`src/hdl/rpb_pkg.sv`:
```
`default_nettype none
package rpb_pkg;

  // Channel width; all-ones stands for 1.0
  localparam int unsigned ChannelBits = 8;
  localparam int unsigned ModeBits    = 4;
  // Mix weight counts in 1/256 steps, 256 is full source
  localparam int unsigned MixBits     = 9;
  localparam int unsigned MixShift    = 8;
  localparam int unsigned CfgIdxBits  = 1;
  localparam int unsigned CfgDataBits = 9;

  localparam logic [MixBits-1:0] MixFull = MixBits'(1 << MixShift);
  localparam int unsigned MixSumBits  = ChannelBits + MixBits + 1;
  localparam logic [MixSumBits-1:0] MixRound = MixSumBits'(1 << (MixShift - 1));

  // Multiply mode: (d*s + M/2) / M with M = 2^N - 1
  localparam int unsigned ProdBits = 2 * ChannelBits;
  localparam logic [ProdBits-1:0] MulHalf = ProdBits'(((1 << ChannelBits) - 1) >> 1);

  typedef logic [ChannelBits-1:0] chan_t;

  typedef enum logic [ModeBits-1:0] {
    MODE_COPY     = 4'd0,
    MODE_AVG      = 4'd1,
    MODE_ADD_SAT  = 4'd2,
    MODE_CHECKER  = 4'd3,
    MODE_SUB_SRC  = 4'd4,
    MODE_EVEN_ROW = 4'd5,
    MODE_XOR      = 4'd6,
    MODE_MAX      = 4'd7,
    MODE_MIN      = 4'd8,
    MODE_SUB_DST  = 4'd9,
    MODE_MUL      = 4'd10,
    MODE_MIX      = 4'd11
  } blend_mode_e;

  typedef enum logic [CfgIdxBits-1:0] {
    CFG_BLEND_MODE = 1'd0,
    CFG_MIX_AMOUNT = 1'd1
  } cfg_index_e;

  typedef struct packed {
    chan_t dst_red;
    chan_t dst_green;
    chan_t dst_blue;
    chan_t src_red;
    chan_t src_green;
    chan_t src_blue;
    logic  column_odd;
    logic  row_odd;
  } in_beat_t;

  typedef struct packed {
    chan_t out_red;
    chan_t out_green;
    chan_t out_blue;
  } out_beat_t;

  // Per-beat control shared by all three channels
  typedef struct packed {
    blend_mode_e        mode;
    logic               copy_here;
    logic [MixBits-1:0] mix_w;
  } ctl_t;

endpackage
`default_nettype wire

```
`src/hdl/rgb_pixel_blend_unit.sv`:
```
// The done strobe of a start beat comes out of the valid-bit chain in step with its result.
// Throughput: one pixel per cycle; busy is never raised, the three-stage
//   channel pipeline (products, rounding sums, divide and select) is fully fed.
// The receiver cannot stall; each result stands for one cycle only.
// Reset (rst_ni low, asynchronous) clears the pipeline valid bits and sets
//   blend_mode and mix_amount to 0.
`default_nettype none
module rgb_pixel_blend_unit (
  input  wire logic                                clk_i,
  input  wire logic                                rst_ni,
  input  wire logic                                start,
  output logic                                     busy,
  input  wire rpb_pkg::in_beat_t                   in_data_i,
  output logic                                     done_o,
  output rpb_pkg::out_beat_t                       out_data_o,
  input  wire logic                                cfg_valid_i,
  output logic                                     cfg_ready_o,
  input  wire logic [rpb_pkg::CfgIdxBits-1:0]      cfg_index_i,
  input  wire logic [rpb_pkg::CfgDataBits-1:0]     cfg_data_i
);

  localparam int unsigned Stages = 3;

  // configuration registers
  logic [rpb_pkg::ModeBits-1:0] mode_q;
  logic [rpb_pkg::MixBits-1:0]  mix_q;

  assign cfg_ready_o = 1'b1;

  always_ff @(posedge clk_i or negedge rst_ni) begin
    if (!rst_ni) begin
      mode_q <= '0;
      mix_q  <= '0;
    end else if (cfg_valid_i) begin
      unique case (rpb_pkg::cfg_index_e'(cfg_index_i))
        rpb_pkg::CFG_BLEND_MODE: mode_q <= cfg_data_i[rpb_pkg::ModeBits-1:0];
        rpb_pkg::CFG_MIX_AMOUNT: mix_q  <= cfg_data_i[rpb_pkg::MixBits-1:0];
        default: ;
      endcase
    end
  end

  // per-beat control
  rpb_pkg::ctl_t ctl_w;

  always_comb begin
    ctl_w.mode  = rpb_pkg::blend_mode_e'(mode_q);
    ctl_w.mix_w = (mix_q > rpb_pkg::MixFull) ? rpb_pkg::MixFull : mix_q;
    if (ctl_w.mode == rpb_pkg::MODE_CHECKER) begin
      ctl_w.copy_here = (in_data_i.column_odd == in_data_i.row_odd);
    end else begin
      ctl_w.copy_here = !in_data_i.row_odd;
    end
  end

  // valid bits travel alongside the channel stages
  logic [Stages-1:0] valid_q;

  assign busy = 1'b0;

  always_ff @(posedge clk_i or negedge rst_ni) begin
    if (!rst_ni) begin
      valid_q <= '0;
    end else begin
      valid_q <= {valid_q[Stages-2:0], start & !busy};
    end
  end

  assign done_o = valid_q[Stages-1];

  // channel datapaths
  rpb_channel u_red (
    .clk_i  (clk_i),
    .rst_ni (rst_ni),
    .ctl_i  (ctl_w),
    .dst_i  (in_data_i.dst_red),
    .src_i  (in_data_i.src_red),
    .res_o  (out_data_o.out_red)
  );

  rpb_channel u_green (
    .clk_i  (clk_i),
    .rst_ni (rst_ni),
    .ctl_i  (ctl_w),
    .dst_i  (in_data_i.dst_green),
    .src_i  (in_data_i.src_green),
    .res_o  (out_data_o.out_green)
  );

  rpb_channel u_blue (
    .clk_i  (clk_i),
    .rst_ni (rst_ni),
    .ctl_i  (ctl_w),
    .dst_i  (in_data_i.dst_blue),
    .src_i  (in_data_i.src_blue),
    .res_o  (out_data_o.out_blue)
  );

endmodule
`default_nettype wire

```
`src/hdl/rpb_channel.sv`:
```
`default_nettype none
module rpb_channel (
  input  wire logic          clk_i,
  input  wire logic          rst_ni,
  input  wire rpb_pkg::ctl_t  ctl_i,
  input  wire rpb_pkg::chan_t dst_i,
  input  wire rpb_pkg::chan_t src_i,
  output rpb_pkg::chan_t     res_o
);

  localparam int unsigned N  = rpb_pkg::ChannelBits;
  localparam int unsigned PW = rpb_pkg::ProdBits;
  localparam int unsigned MW = N + rpb_pkg::MixBits;
  localparam int unsigned SW = rpb_pkg::MixSumBits;

  // stage 1: simple rules and products
  logic [N:0]                  sum_w;
  rpb_pkg::chan_t              simple_d, simple1_q, simple2_q;
  logic [rpb_pkg::MixBits-1:0] wd_w;
  logic [PW-1:0]               prod_d, prod_q;
  logic [MW-1:0]               pdst_d, pdst_q, psrc_d, psrc_q;
  rpb_pkg::blend_mode_e        mode1_q, mode2_q;

  assign sum_w = {1'b0, dst_i} + {1'b0, src_i};
  assign wd_w  = rpb_pkg::MixFull - ctl_i.mix_w;

  always_comb begin
    unique case (ctl_i.mode)
      rpb_pkg::MODE_AVG:     simple_d = sum_w[N:1];
      rpb_pkg::MODE_ADD_SAT: simple_d = sum_w[N] ? '1 : sum_w[N-1:0];
      rpb_pkg::MODE_CHECKER,
      rpb_pkg::MODE_EVEN_ROW: simple_d = ctl_i.copy_here ? src_i : dst_i;
      rpb_pkg::MODE_SUB_SRC: simple_d = (dst_i > src_i) ? dst_i - src_i : '0;
      rpb_pkg::MODE_XOR:     simple_d = dst_i ^ src_i;
      rpb_pkg::MODE_MAX:     simple_d = (dst_i > src_i) ? dst_i : src_i;
      rpb_pkg::MODE_MIN:     simple_d = (dst_i < src_i) ? dst_i : src_i;
      rpb_pkg::MODE_SUB_DST: simple_d = (src_i > dst_i) ? src_i - dst_i : '0;
      default:               simple_d = src_i;
    endcase
  end

  assign prod_d = PW'(dst_i) * PW'(src_i);
  assign pdst_d = MW'(dst_i) * MW'(wd_w);
  assign psrc_d = MW'(src_i) * MW'(ctl_i.mix_w);

  always_ff @(posedge clk_i or negedge rst_ni) begin
    if (!rst_ni) begin
      mode1_q <= rpb_pkg::MODE_COPY;
      mode2_q <= rpb_pkg::MODE_COPY;
    end else begin
      mode1_q <= ctl_i.mode;
      mode2_q <= mode1_q;
    end
  end

  always_ff @(posedge clk_i) begin
    simple1_q <= simple_d;
    prod_q    <= prod_d;
    pdst_q    <= pdst_d;
    psrc_q    <= psrc_d;
  end

  // stage 2: rounding sums
  logic [PW-1:0] mul_d, mul_q;
  logic [SW-1:0] mix_d, mix_q;

  assign mul_d = prod_q + rpb_pkg::MulHalf;
  assign mix_d = SW'(pdst_q) + SW'(psrc_q) + rpb_pkg::MixRound;

  always_ff @(posedge clk_i) begin
    simple2_q <= simple1_q;
    mul_q     <= mul_d;
    mix_q     <= mix_d;
  end

  // stage 3: divide by all-ones, select result
  logic [PW:0]    quo_w;
  rpb_pkg::chan_t res_d, res_q;

  // x / (2^N - 1) = (x + (x >> N) + 1) >> N for x below (2^N - 1)^2 + 2^N
  assign quo_w = {1'b0, mul_q} + (PW+1)'(mul_q[PW-1:N]) + (PW+1)'(1);

  always_comb begin
    unique case (mode2_q)
      rpb_pkg::MODE_MUL: res_d = quo_w[2*N-1:N];
      rpb_pkg::MODE_MIX: res_d = mix_q[N+rpb_pkg::MixShift-1:rpb_pkg::MixShift];
      default:           res_d = simple2_q;
    endcase
  end

  always_ff @(posedge clk_i) begin
    res_q <= res_d;
  end

  assign res_o = res_q;

endmodule
`default_nettype wire
```
`config.mk`:
```
export PLATFORM = sky130hd
export DESIGN_NAME = rgb_pixel_blend_unit
export DESIGN_NICKNAME = d
export VERILOG_FILES = /design/src/hdl/rpb_pkg.sv /design/src/hdl/rgb_pixel_blend_unit.sv /design/src/hdl/rpb_channel.sv
export SDC_FILE = /design/constraint.sdc
export NUM_CORES = 2
export LEC_CHECK = 0
export BUFFER_PORTS_ARGS = -buffer_cell sky130_fd_sc_hd__clkbuf_2
export CAP_MARGIN = 20
export CELL_PAD_IN_SITES_DETAIL_PLACEMENT = 0
export CELL_PAD_IN_SITES_GLOBAL_PLACEMENT = 1
export CORE_MARGIN = 5
export CORE_UTILIZATION = 51
export DETAILED_ROUTE_END_ITERATION = 8
export GPL_TIMING_DRIVEN = 0
export PLACE_DENSITY_LB_ADDON = 0.1
export SLEW_MARGIN = 20
export SYNTH_ARGS = -nofsm -noshare
export SYNTH_HDL_FRONTEND = slang
export SYNTH_SLANG_ARGS = --single-unit
```
`constraint.sdc`:
```
create_clock -name clk_i -period 7.05 [get_ports clk_i]
set_input_delay 1.7625 -clock clk_i [delete_from_list [all_inputs] [get_ports clk_i]]
set_output_delay 1.7625 -clock clk_i [all_outputs]
set_load 0.1 [all_outputs]
```
==> impl_metrics.xml <==
<?xml version="1.0" encoding="UTF-8"?>
<metrics>
  <group name="setup_path">
    <metric name="required" unit="ns">7.53</metric>
    <metric name="r2r_end" unit="">u_green.pdst_q[15]$_DFF_P_</metric>
    <metric name="cpMostUsedCell" unit="">sky130_fd_sc_hd__fa_1</metric>
    <metric name="worst_path_max_delay_cell" unit="">sky130_fd_sc_hd__fa_1</metric>
    <metric name="worstReg2RegStart" unit="">mix_q[1]$_DFFE_PN0P_</metric>
    <metric name="cp_num_buf_inv" unit="">6</metric>
    <metric name="crit_path_end_kind" unit="">flip-flop</metric>
    <metric name="cp-endpoint" unit="">u_green.pdst_q[15]$_DFF_P_</metric>
    <metric name="crit_path_start_kind" unit="">flip-flop</metric>
    <metric name="startpoint" unit="">mix_q[1]$_DFFE_PN0P_</metric>
    <metric name="path_delay_family" unit="">adder cells</metric>
    <metric name="timing.setup.critical_path_class" unit="">reg2reg</metric>
    <metric name="critical_path_arrival" unit="ns">7.27</metric>
    <metric name="crit_path_max_fanout" unit="">10</metric>
    <metric name="critical_path.max_stage_delay" unit="ns">0.54</metric>
    <metric name="r2r_slack" unit="ns">0.26</metric>
    <metric name="cp.depth" unit="">22</metric>
    <metric name="critical_path.cell_chain" unit="">nor2b_1 &gt; clkbuf_1 &gt; inv_1 &gt; clkbuf_1 &gt; ha_1 &gt; o21ai_2 &gt; nor3_1 &gt; xnor2_2 &gt; clkbuf_4 &gt; and2_1 &gt; fa_1 &gt; fa_1 &gt; fa_1 &gt; inv_1 &gt; fa_1 &gt; inv_1 &gt; ha_1 &gt; a21o_1 &gt; a31o_2 &gt; a41o_1 &gt; o41ai_1 &gt; xnor2_1</metric>
    <metric name="worst-r2r-cell-count" unit="">22</metric>
  </group>
  <group name="power">
    <metric name="power.ir.vdd_worst" unit="mV">0.326</metric>
    <metric name="p_per_area" unit="mW/mm2">462</metric>
    <metric name="totalPowerFinal" unit="uW">17100</metric>
    <metric name="static-leakage-power" unit="uW">0.0185</metric>
  </group>
  <group name="global_routing">
    <metric name="via_count_of_the_first_global_routing_pass" unit="">26913</metric>
    <metric name="grt_antenna_before_repair" unit="">5</metric>
    <metric name="grt-ovfl-total" unit="">0</metric>
    <metric name="grt_first_pass_wirelength" unit="mm">154</metric>
    <metric name="combined_global_route_utilization_of_all_metal_layers" unit="%">27.7</metric>
    <metric name="grt_start_max_net_pins" unit="">25</metric>
  </group>
  <group name="place">
    <metric name="port_buffers" unit="">88</metric>
    <metric name="dp.final_hpwl" unit="mm">82.0</metric>
    <metric name="gp_congestion" unit="">1.00</metric>
  </group>
  <group name="logic_synthesis">
    <metric name="synthDistinctLibCells" unit="">99</metric>
    <metric name="yosys.area.top_type" unit="">sky130_fd_sc_hd__fa_1</metric>
    <metric name="compound_cell_area_share_of_the_yosys_netlist" unit="%">11.3</metric>
    <metric name="synth-edff-count" unit="">0</metric>
    <metric name="synth_async_reset_ratio" unit="%">7.69</metric>
    <metric name="netlist_instances" unit="">3844</metric>
    <metric name="largest_family_of_logic_cells_by_synthesized_area" unit="">adder cells</metric>
    <metric name="netlist.area_leader.share" unit="%">21.2</metric>
    <metric name="synth.net_count" unit="">4767</metric>
    <metric name="cell_area_synth" unit="mm2">0.0342</metric>
    <metric name="post_synth_fa_ha_maj_area_fraction" unit="%">39.4</metric>
    <metric name="synth-seq-cells" unit="">312</metric>
    <metric name="synth-simple-area-share" unit="%">15.8</metric>
    <metric name="post_synth.cell_area_avg" unit="um2">8.90</metric>
    <metric name="yosysWarnings" unit="">0</metric>
    <metric name="synth_top_flop_cell" unit="">sky130_fd_sc_hd__dfxtp_1</metric>
    <metric name="synth.mux.area_fraction" unit="%">0.845</metric>
    <metric name="ys_seq_area_share" unit="%">18.6</metric>
    <metric name="synth_xor_area_share" unit="%">6.20</metric>
    <metric name="post_synth_main_area_contributors" unit="">sky130_fd_sc_hd__fa_1, sky130_fd_sc_hd__ha_1, sky130_fd_sc_hd__dfxtp_1</metric>
  </group>
  <group name="die">
    <metric name="ios" unit="">91</metric>
    <metric name="row_count" unit="">95</metric>
    <metric name="floorplan.die.height" unit="um">269</metric>
    <metric name="core_region_area" unit="mm2">0.0668</metric>
    <metric name="floorplan.initialDensity" unit="%">51.2</metric>
    <metric name="design.die.area" unit="mm2">0.0723</metric>
    <metric name="die_w" unit="um">269</metric>
  </group>
  <group name="clocking">
    <metric name="clk_root_buffer_cell" unit="">sky130_fd_sc_hd__clkbuf_16</metric>
    <metric name="clk_transition_reported_paths" unit="ns">0.06</metric>
    <metric name="max-clock-path-buffers" unit="">3</metric>
    <metric name="cts-buffers-inserted" unit="">38</metric>
    <metric name="clock_latency_on_the_worst_skew_pair" unit="ns">0.58</metric>
    <metric name="clock-sinks" unit="">312</metric>
    <metric name="cts_tree" unit="">yes</metric>
    <metric name="h-tree-depth" unit="">2</metric>
  </group>
  <group name="cells_and_area">
    <metric name="post-route-util" unit="%">55.5</metric>
    <metric name="most_frequent_cells_in_the_layout" unit="">sky130_fd_sc_hd__inv_1, sky130_fd_sc_hd__ha_1, sky130_fd_sc_hd__fa_1</metric>
    <metric name="nNetsFinal" unit="">4896</metric>
    <metric name="ratio_of_cells_with_drive_above_1_in_the_final_layout" unit="%">6.05</metric>
    <metric name="syn2layout_area_growth" unit="%">8.38</metric>
    <metric name="layout_commonest_cell" unit="">sky130_fd_sc_hd__inv_1</metric>
  </group>
  <group name="detailed_routing">
    <metric name="ant_nets" unit="">0</metric>
    <metric name="detail_route.wirelength" unit="mm">99.6</metric>
    <metric name="routed-via-count" unit="">26774</metric>
    <metric name="drcViolationCount" unit="">0</metric>
    <metric name="routed_wire_length_per_instance" unit="um">20.4</metric>
    <metric name="vias_per_cell" unit="">5.49</metric>
    <metric name="first_pass_iters" unit="">8</metric>
    <metric name="detail_route.iter0.violations" unit="">1840</metric>
  </group>
  <group name="job">
    <metric name="maxCapViolations" unit="">0</metric>
  </group>
  <group name="sta">
    <metric name="maxSlewHeadroom" unit="%">21.8</metric>
    <metric name="final_max_tran_viols" unit="">0</metric>
    <metric name="hold_viol" unit="">0</metric>
    <metric name="fin_worst_skew" unit="ns">0.0315</metric>
    <metric name="report.final.setup_viol" unit="">0</metric>
    <metric name="hold_slack" unit="ns">0.325</metric>
    <metric name="worst_pin_slew" unit="ns">1.16</metric>
    <metric name="final_critical_period" unit="ns">6.79</metric>
    <metric name="timing.final.crit_share" unit="%">96.3</metric>
    <metric name="fmaxAchievable" unit="MHz">147</metric>
    <metric name="rsz0062_at_grt" unit="">no</metric>
  </group>
  <group name="outcome">
    <metric name="outcome" unit="">complete, no violations</metric>
  </group>
  <group name="worst_hold_path">
    <metric name="worstHoldPathType" unit="">reg2reg</metric>
  </group>
</metrics>
## worst min path at each step
stage / start / end / slack [ns] / cells after the start
after floorplan: u_blue.simple1_q[0]$_DFF_P_ / u_blue.simple2_q[0]$_DFF_P_ / 0.31 / 0
after global placement: u_blue.simple1_q[1]$_DFF_P_ / u_blue.simple2_q[1]$_DFF_P_ / 0.31 / 0
final: u_red.simple1_q[1]$_DFF_P_ / u_red.simple2_q[1]$_DFF_P_ / 0.33 / 0
after detailed placement: u_red.simple1_q[1]$_DFF_P_ / u_red.simple2_q[1]$_DFF_P_ / 0.31 / 0
after global routing: u_blue.simple1_q[6]$_DFF_P_ / u_blue.simple2_q[6]$_DFF_P_ / 0.33 / 0
after CTS: u_red.simple1_q[1]$_DFF_P_ / u_red.simple2_q[1]$_DFF_P_ / 0.33 / 0
## sequential cells by signal, indices dropped and copies added, names as in the netlist, 9 cells and up
| register | count |
|---|---|
| u_red.pdst_q | 16 |
| u_red.prod_q | 16 |
| u_blue.pdst_q | 16 |
| u_blue.prod_q | 16 |
| u_red.psrc_q | 16 |
| u_green.prod_q | 16 |
| u_blue.mul_q | 16 |
| mix_q | 9 |
| u_green.psrc_q | 16 |
| u_blue.psrc_q | 16 |
| u_red.mul_q | 16 |
| u_green.mul_q | 16 |
| u_green.pdst_q | 16 |
## metrics by stage
| stage | TNS (ns) | area [um2] | setup WS, ns | std cells |
|---|---|---|---|---|
| finish | 0 | 37100 | 0.261 | 4880 |
| global route | 0 | 37100 | 0.0165 | 4878 |
| CTS | 0 | 37000 | 0.000654 | 4875 |
| detailed placement | -16.16 | 35700 | -1.12 | 4805 |
| global placement | -16.64 | 35700 | -1.13 | 4805 |
| floorplan | 0 | 34200 | 1.10 | 3844 |
## worst reg2reg max path, delay by kind of cell (launching register included)
kind / cells / cell delay [ns]
adder cells (fa/ha/maj): 6 / 2.73
flip-flops: 1 / 0.37
AO/OA/AOI/OAI: 5 / 1.16
AND/OR/NAND/NOR: 3 / 0.62
buffers and inverters: 6 / 1.46
XOR/XNOR: 2 / 0.37
## where the power goes
group          internal [uW]  switching, uW
clock network           1180            808
logic                   4880           7100
registers               2690            450
total                   8750           8360
## area by class of cell
| cell class | count | area, um2 |
|---|---|---|
| timing repair buffer | 89 | 448 |
| buffer | 133 | 576 |
| fill | 6296 | 29700 |
| inverter | 571 | 2140 |
| tap | 873 | 1090 |
| sequential | 312 | 6370 |
| antenna | 4 | 10.0 |
| clock inverter | 14 | 161 |
| clock buffer | 56 | 1110 |
| multi-input combinational | 2828 | 25200 |
## kinds of logic after synthesis
kind of cell	after synthesis
flops	312
fa+ha+maj	859
mux	27
buf+inv	704
simple gates	1137
compound gates	561
other cells	2
xor+xnor	242
## cells in the mapped netlist (31+ instances only)
| library cell | number |
|---|---|
| sky130_fd_sc_hd__ha_1 | 496 |
| sky130_fd_sc_hd__inv_1 | 541 |
| sky130_fd_sc_hd__xnor2_1 | 182 |
| sky130_fd_sc_hd__nand2_1 | 324 |
| sky130_fd_sc_hd__nor3_1 | 64 |
| sky130_fd_sc_hd__a21o_1 | 45 |
| sky130_fd_sc_hd__xor2_1 | 60 |
| sky130_fd_sc_hd__fa_1 | 363 |
| sky130_fd_sc_hd__nand3_1 | 40 |
| sky130_fd_sc_hd__a21oi_1 | 146 |
| sky130_fd_sc_hd__dfxtp_1 | 288 |
| sky130_fd_sc_hd__o21ai_0 | 89 |
| sky130_fd_sc_hd__nor2_1 | 338 |
| sky130_fd_sc_hd__clkbuf_1 | 111 |
| sky130_fd_sc_hd__nor2b_1 | 45 |
| sky130_fd_sc_hd__o21a_1 | 31 |
| sky130_fd_sc_hd__and2_1 | 217 |
## per-layer routing
metal / GRT usage, % / part of all wire [%]
met1: 38.6 / 45
met2: 42.2 / 42
met3: 7.82 / 9.5
met4: 8.54 / 3.4
met5: 0 / 0
## what timing repair did
item / CTS / global route
gates cloned: 0 / 0
endpoints found under the setup margin: 27 / 9
buffers inserted: 0 / 1
gates resized for setup: 10 / 10
hold buffers: 0 / 0
Power figures use the tool's default switching activity.
